File: src/rtl/core/neural_rate_model_step_assert.svh
// ----------------------------------------------------------------------------
// Assertion macros for the firing-rate network step block
// Concurrent checks that can be compiled out by defining ASSERT_OFF.
// ----------------------------------------------------------------------------
`ifndef NEURAL_RATE_MODEL_STEP_ASSERT_SVH
`define NEURAL_RATE_MODEL_STEP_ASSERT_SVH

`ifndef ASSERT_OFF
// check a property at every edge outside reset
`define NRMS_ASSERT(lbl, clk, rstn, prop, msg) \
	lbl: assert property (@(posedge clk) disable iff (!rstn) prop) else $error(msg);
// check a property at every edge, reset included
`define NRMS_ASSERT_ALWAYS(lbl, clk, prop, msg) \
	lbl: assert property (@(posedge clk) prop) else $error(msg);
`else
`define NRMS_ASSERT(lbl, clk, rstn, prop, msg)
`define NRMS_ASSERT_ALWAYS(lbl, clk, prop, msg)
`endif

`endif

File: src/rtl/core/nrms_pkg.sv
// ----------------------------------------------------------------------------
// nrms_pkg
// Sizes, request codes, payload structs and controller interface types for
// the firing-rate network step block.
// ----------------------------------------------------------------------------
`timescale 1ns / 1ps

package nrms_pkg;

	localparam int GROUPS     = 8;
	localparam int VALUE_BITS = 24;

	localparam int FIELD_W = 24;
	localparam int GIDX_W  = 3;
	localparam int GAIN_W  = 16;
	localparam int FRAC_W  = 16;

	localparam int GRP_W   = (GROUPS > 1) ? $clog2(GROUPS) : 1;
	localparam int WDEPTH  = GROUPS * GROUPS;
	localparam int WADDR_W = (WDEPTH > 1) ? $clog2(WDEPTH) : 1;

	// accumulator and update widths
	localparam int PROD_W = 2 * VALUE_BITS;
	localparam int ACC_W  = PROD_W + GRP_W;
	localparam int SUM_W  = (((ACC_W - FRAC_W) > VALUE_BITS) ? (ACC_W - FRAC_W) : VALUE_BITS) + 1;
	localparam int DIFF_W = VALUE_BITS + 1;
	localparam int PRD_W  = DIFF_W + GAIN_W + 1;
	localparam int INC_W  = PRD_W - FRAC_W;
	localparam int NEW_W  = INC_W + 1;
	localparam int EXT_W  = ((FIELD_W > VALUE_BITS) ? FIELD_W : VALUE_BITS) + 1;

	localparam logic [GRP_W-1:0] LAST_GRP = GRP_W'(GROUPS - 1);

	typedef logic signed [VALUE_BITS-1:0] val_t;
	typedef logic [GRP_W-1:0]             grp_t;

	typedef enum logic [1:0] {
		REQ_WEIGHT = 2'd0,
		REQ_GROUP  = 2'd1,
		REQ_STEP   = 2'd2
	} req_kind_t;

	typedef struct packed {
		logic [1:0]                req_type;
		logic [GIDX_W-1:0]         target_group;
		logic [GIDX_W-1:0]         source_group;
		logic signed [FIELD_W-1:0] value;
		logic signed [FIELD_W-1:0] drive;
		logic [GAIN_W-1:0]         gain;
	} req_t;

	typedef struct packed {
		logic [GIDX_W-1:0]         group_out;
		logic signed [FIELD_W-1:0] rate_out;
		logic                      last_out;
	} rsp_t;

	// controller to datapath
	typedef struct packed {
		logic load;
		logic mac;
		logic commit;
		logic emit;
		grp_t row;
		grp_t col;
	} cmd_t;

	// datapath to controller
	typedef struct packed {
		logic busy;
		logic out_free;
	} sts_t;

	// sign-extend a field and clamp it to the stored value range
	function automatic val_t sat_field(input logic signed [FIELD_W-1:0] x);
		logic signed [EXT_W-1:0] e;
		logic signed [EXT_W-1:0] vmax;
		logic signed [EXT_W-1:0] vmin;
		e    = EXT_W'(x);
		vmax = {{(EXT_W - VALUE_BITS + 1){1'b0}}, {(VALUE_BITS - 1){1'b1}}};
		vmin = ~vmax;
		if (e > vmax) begin
			sat_field = vmax[VALUE_BITS-1:0];
		end else if (e < vmin) begin
			sat_field = vmin[VALUE_BITS-1:0];
		end else begin
			sat_field = e[VALUE_BITS-1:0];
		end
	endfunction

endpackage

File: src/rtl/core/nrms_ctrl.sv
// ----------------------------------------------------------------------------
// nrms_ctrl
// Sequencer for one step: walks the weight matrix row by row, waits for the
// update pipeline, commits the new rates and emits one result per group.
// ----------------------------------------------------------------------------
`timescale 1ns / 1ps

module nrms_ctrl (
	input  logic           clk,
	input  logic           arst_n,
	input  logic           req_valid,
	input  logic [1:0]     req_type,
	input  nrms_pkg::sts_t sts,
	output logic           req_stall,
	output nrms_pkg::cmd_t cmd
);

	typedef enum logic [1:0] {
		ST_IDLE,
		ST_MAC,
		ST_DRAIN,
		ST_EMIT
	} state_t;

	state_t         state_q;
	nrms_pkg::grp_t row_q;
	nrms_pkg::grp_t col_q;
	logic           accept;

	assign accept    = req_valid && (state_q == ST_IDLE);
	assign req_stall = state_q != ST_IDLE;

	assign cmd.load   = accept;
	assign cmd.mac    = state_q == ST_MAC;
	assign cmd.commit = (state_q == ST_DRAIN) && !sts.busy;
	assign cmd.emit   = (state_q == ST_EMIT) && sts.out_free;
	assign cmd.row    = row_q;
	assign cmd.col    = col_q;

	always_ff @(posedge clk or negedge arst_n) begin
		if (!arst_n) begin
			state_q <= ST_IDLE;
			row_q   <= '0;
			col_q   <= '0;
		end else begin
			case (state_q)
				ST_IDLE: begin
					if (accept && (req_type == nrms_pkg::REQ_STEP)) begin
						state_q <= ST_MAC;
						row_q   <= '0;
						col_q   <= '0;
					end
				end
				ST_MAC: begin
					// advance source first, then target row
					if (col_q == nrms_pkg::LAST_GRP) begin
						col_q <= '0;
						if (row_q == nrms_pkg::LAST_GRP) begin
							row_q   <= '0;
							state_q <= ST_DRAIN;
						end else begin
							row_q <= row_q + nrms_pkg::GRP_W'(1);
						end
					end else begin
						col_q <= col_q + nrms_pkg::GRP_W'(1);
					end
				end
				ST_DRAIN: begin
					if (!sts.busy) begin
						state_q <= ST_EMIT;
					end
				end
				ST_EMIT: begin
					if (sts.out_free) begin
						if (row_q == nrms_pkg::LAST_GRP) begin
							row_q   <= '0;
							state_q <= ST_IDLE;
						end else begin
							row_q <= row_q + nrms_pkg::GRP_W'(1);
						end
					end
				end
				default: begin
					state_q <= ST_IDLE;
				end
			endcase
		end
	end

endmodule

File: config.mk
export PLATFORM = sky130hd
export DESIGN_NAME = nrms_ctrl
export DESIGN_NICKNAME = d
export VERILOG_FILES = /design/src/rtl/core/neural_rate_model_step_assert.svh /design/src/rtl/core/nrms_pkg.sv /design/src/rtl/core/nrms_ctrl.sv
export SDC_FILE = /design/constraint.sdc
export NUM_CORES = 1
export LEC_CHECK = 0
export ABC_AREA = 1
export BUFFER_PORTS_ARGS = -buffer_cell sky130_fd_sc_hd__clkbuf_2
export CAP_MARGIN = 20
export CORE_ASPECT_RATIO = 1.25
export CORE_MARGIN = 1.5
export CORE_UTILIZATION = 38
export CTS_CLUSTER_SIZE = 25
export DETAILED_ROUTE_END_ITERATION = 12
export GPL_ROUTABILITY_DRIVEN = 0
export SYNTH_ARGS = -nofsm -noshare
export SYNTH_HDL_FRONTEND = slang
export SYNTH_SLANG_ARGS = --single-unit
File: constraint.sdc
create_clock -name clk -period 2 [get_ports clk]
set_clock_uncertainty 0.2 [all_clocks]
set_input_delay 0.6 -clock clk [delete_from_list [all_inputs] [get_ports clk]]
set_output_delay 0.6 -clock clk [all_outputs]
set_load 0.03 [all_outputs]
# == Yosys cells after proc, flatten, opt, wreduce, memory -nomap -nowiden ==
# Index checks and enable logic that the tools add are counted.
# word_totals
ff_bits,8
latchBits,0
mem_bits_rw,0
mem_bits_ro,0
inputBits,7
elab_cells,43
memories,0
# op_classes
add_sub_neg,2
mul,0
div,0
magnitude_cmp,0
eq_ne,12
n_shift,0
mux,14
n_bitwise,0
n_reduce_logical,12
# ops
op,count
$mux 3,5
$mux 2,6
$pmux 3 s3,1
$ne 2x1->1 const B,4
$pmux 2 s4,1
$add 3x1->3 const B,2
$eq 2x2->1 const B,3
$eq 3x3->1 const B,2
$pmux 3 s2,1
$reduce_and 6->1,1
$logic_and 1x1->1,4
$ne 2x2->1 const B,2
$reduce_and 4->1,1
$reduce_bool 2->1,2
$reduce_bool 3->1,1
$eq 2x1->1 const B,1
$logic_not 2->1,1
$reduce_and 2->1,1
$logic_not 1->1,1

# == Longest topological paths before layout ==
# depth
depth_word,5
depth_mapped,9
ltp_nobuf,9

# == Worst setup path after synthesis ==
# OpenSTA, ideal clock, no wires.
# synth_timing
kind,register -> output
from,register state_q[0]
to,output cmd[7] (netlist bit)
t_arrival_ns,1.094
t_required_ns,1.200
path_slack_ns,0.106
stages_incl_launch_ff,5
path_buffers,0
path_cell_list,dfrtp_1 inv_1 ha_1 inv_1 nor2_1
# synth_lines
element,line,source
from (decl),nrms_ctrl.sv:25,state_t state_q;
from (signal assigned),nrms_ctrl.sv:42,state_q <= ST_IDLE;
from (signal assigned),nrms_ctrl.sv:49,state_q <= ST_MAC;
from (signal assigned),nrms_ctrl.sv:60,state_q <= ST_DRAIN;
to (decl),nrms_ctrl.sv:15,output nrms_pkg::cmd_t cmd

==> results.cfg <==
[run_status]
status = finished, final reports clean

[sta]
fin_tns_setup_ns = 0
finalCritPeriodShare_pct = 99.1
setup_viol = 0
slew_headroom_pct = 85.6
rsz0062_at_grt = yes
max_freq_mhz = 505
slew_viol_final = 0
finalHoldViolCount = 0
tightest_slew_ns = 0.213
holdWs_ns = 0.317
period_minus_slack_ns = 1.98

[worst_setup_path]
crit_fanout = 3
arrival_ns = 1.18
reg2reg_depth = 8
critPathCaptureType = primary output
reg2reg_to = state_q[1]
cp_data_required_time_ns = 1.20
cp-start-kind = flip-flop
crit_end = cmd[6]
critPathKind = flip-flop to primary output
r2r_slack_ns = 0.23
startpoint = state_q[0]
rr_startpoint = state_q[0]

[synthesis]
synth_top_cell_by_area = dfrtp_1
synth_top_family_by_area = simple AND/OR/NAND/NOR gates
synth_cell_type_count = 16
ys_seq_elements = 8
syn_inst = 76
syn_avg_cell_area_um2 = 8.48
synth_nets = 92
netlist_area_um2 = 644
synth_simple_gate_area_share_pct = 35.3
synth-adder-area-share_pct = 17.5
synth_area_leaders = dfrtp_1 31%, ha_1 17%, nand2_1 10%
synth_compound_area_share_pct = 7.38
synth_top_area_share_pct = 31.1
ys_warn_count = 0
synth-seq-area-share_pct = 31.1
synth-xor-area-share_pct = 0
muxShareOfSynthArea_pct = 0

[clock_tree]
cts.sinks = 8
htreeDepth = 1
cts_buffer_depth = 2
cts_tree = done
cts-root-buf = clkbuf_4
cts_buffers = 3
clk_transition_reported_paths_ns = 0.05
clk_latency_ns = 0.26

[power_and_ir_drop]
leakage_nw = 0.517
peakVddDrop_v = 0.000762
powerDensity_nw_per_um2 = 1640

[worst_hold_path]
min_path_type = flip-flop to flip-flop
worstHoldPathCells = 2

[route]
vias_per_cell = 4.76
wirelength_um = 1360
drc = 0
routedWlPerCell_um = 11.3
firstDrtPassIters = 4
vias = 571
drtAntennaViolNets = 0
dr.first_iter.drc_count = 13

[global_routing]
grt_pass1_vias = 491
antenna_found_initial = 0
grt_pass1_wl_um = 2010
grt-ovfl-total = 0
grt_use_total_pct = 15.8
grt_max_degree = 9

[floorplanning]
die_area_um2 = 1950
rows = 16
core-area_um2 = 1580
io_pins = 18
start_util_pct = 40.7
die_h_um = 49.0
die-width_um = 39.8

[finish]
instances_no_fill = 120
nets = 120
num-fill-cells = 146
antenna_cells = 0
layout-drive-gt1-share_pct = 48.0
area_growth_pct = 41.4
fin_area_um2 = 911
fin_util_pct = 57.6

[placement]
dp.cells = 112
placed_cell_area_um2 = 759
dpl.hpwl_um = 972
portBuffers = 17

[flow_run]
maxCapViolCount = 0
==> sequential cells by signal (all words and copies together) (netlist names) <==
name / flops
row_q: 3
col_q: 3
state_q: 2
==> logic make-up (layout without fill, tap and decap cells) <==
family / count (synthesis) / count (layout)
AOI/OAI and AO/OA: 6 / 6
adders and majority gates: 9 / 9
buffers and inverters: 13 / 39
and+or+nand+nor: 40 / 40
DFF: 8 / 8
==> through the flow <==
stage,setup WS [ns],power (mW)
after floorplan,0.106,0.972
after global routing,-0.0286,1.62
after CTS,-0.0133,1.42
after global placement,0.114,1.16
final,0.0181,1.49
after detailed placement,0.0703,1.17
==> how the worst min path moves through the flow <==
stage,to,startpoint
floorplan,col_q[0],arst_n
global placement,col_q[0],arst_n
detailed placement,col_q[0],arst_n
CTS,row_q[1],row_q[1]
global route,row_q[1],row_q[1]
finish,row_q[1],row_q[1]
==> where the power goes <==
| part | switching, mW | leakage (nW) | internal (mW) | total, mW |
|---|---|---|---|---|
| sequential | 0.0544 | 0.104 | 0.226 | 0.280 |
| clock | 0.0587 | 0.0138 | 0.0689 | 0.128 |
| combinational | 0.650 | 0.399 | 0.437 | 1.09 |
| total | 0.763 | 0.517 | 0.731 | 1.49 |
==> worst max-delay path, stage by stage (launching register included) <==
cell and delay, ns:
dfrtp_1 0.40, buf_4 0.15, ha_4 0.15, nand2_1 0.05
inv_1 0.05, buf_8 0.13
==> area by class of cell <==
cell class,instances,area (um2),share of cell area (%)
inverters,11,43.8,4.81
repair buffers,25,186,20.5
clock buffers,3,22.5,2.47
well taps,18,22.5,2.47
flip-flops and latches,8,200,22.0
multi-input cells,55,435,47.8
==> per-layer routing <==
layer | track usage [%] | up-vias | part of all wire [%]
li1 | - | 290 | -
met3 | 8.22 | 2 | 4.8
met2 | 24.3 | 19 | 54
met1 | 17.4 | 260 | 40
met4 | 6.90 | 0 | 0.52
met5 | 0 | - | 0
==> cells in the final DEF, fill, tap and decap left out, types with 2 or more instances in the layout <==
cell type / Yosys / routed
buf_4: 2 / 7
buf_6: 0 / 3
buf_8: 0 / 2
clkbuf_2: 0 / 12
clkbuf_4: 0 / 3
dfrtp_1: 8 / 8
ha_1: 9 / 6
ha_4: 0 / 3
inv_1: 9 / 6
inv_2: 2 / 4
nand2_1: 18 / 17
nand2_2: 2 / 3
nand2_4: 3 / 3
nand3_1: 7 / 7
nor2_1: 6 / 5
nor2_8: 2 / 2
o21ai_0: 2 / 2
o21ai_2: 3 / 3
==> synthesized netlist by cell type <==
| cell type | count |
|---|---|
| buf_4 | 2 |
| ha_1 | 9 |
| inv_2 | 2 |
| nand3_2 | 1 |
| nand3_1 | 7 |
| nor2_8 | 2 |
| nand2_1 | 18 |
| or2_1 | 1 |
| nand2_2 | 2 |
| o21ai_2 | 3 |
| nand2_4 | 3 |
| o21bai_2 | 1 |
| nor2_1 | 6 |
| o21ai_0 | 2 |
| inv_1 | 9 |
| dfrtp_1 | 8 |
==> timing repair <==
item                                    4_1_cts  5_1_grt
buffers inserted                              3        1
pin swaps                                     2        0
cloned                                        0        0
hold buffers                                  1        0
resized for setup                            13       17
endpoints found under the setup margin        4        5
hold endpoints to repair                      8        0
Note: power is estimated with default switching activity, not from simulation.
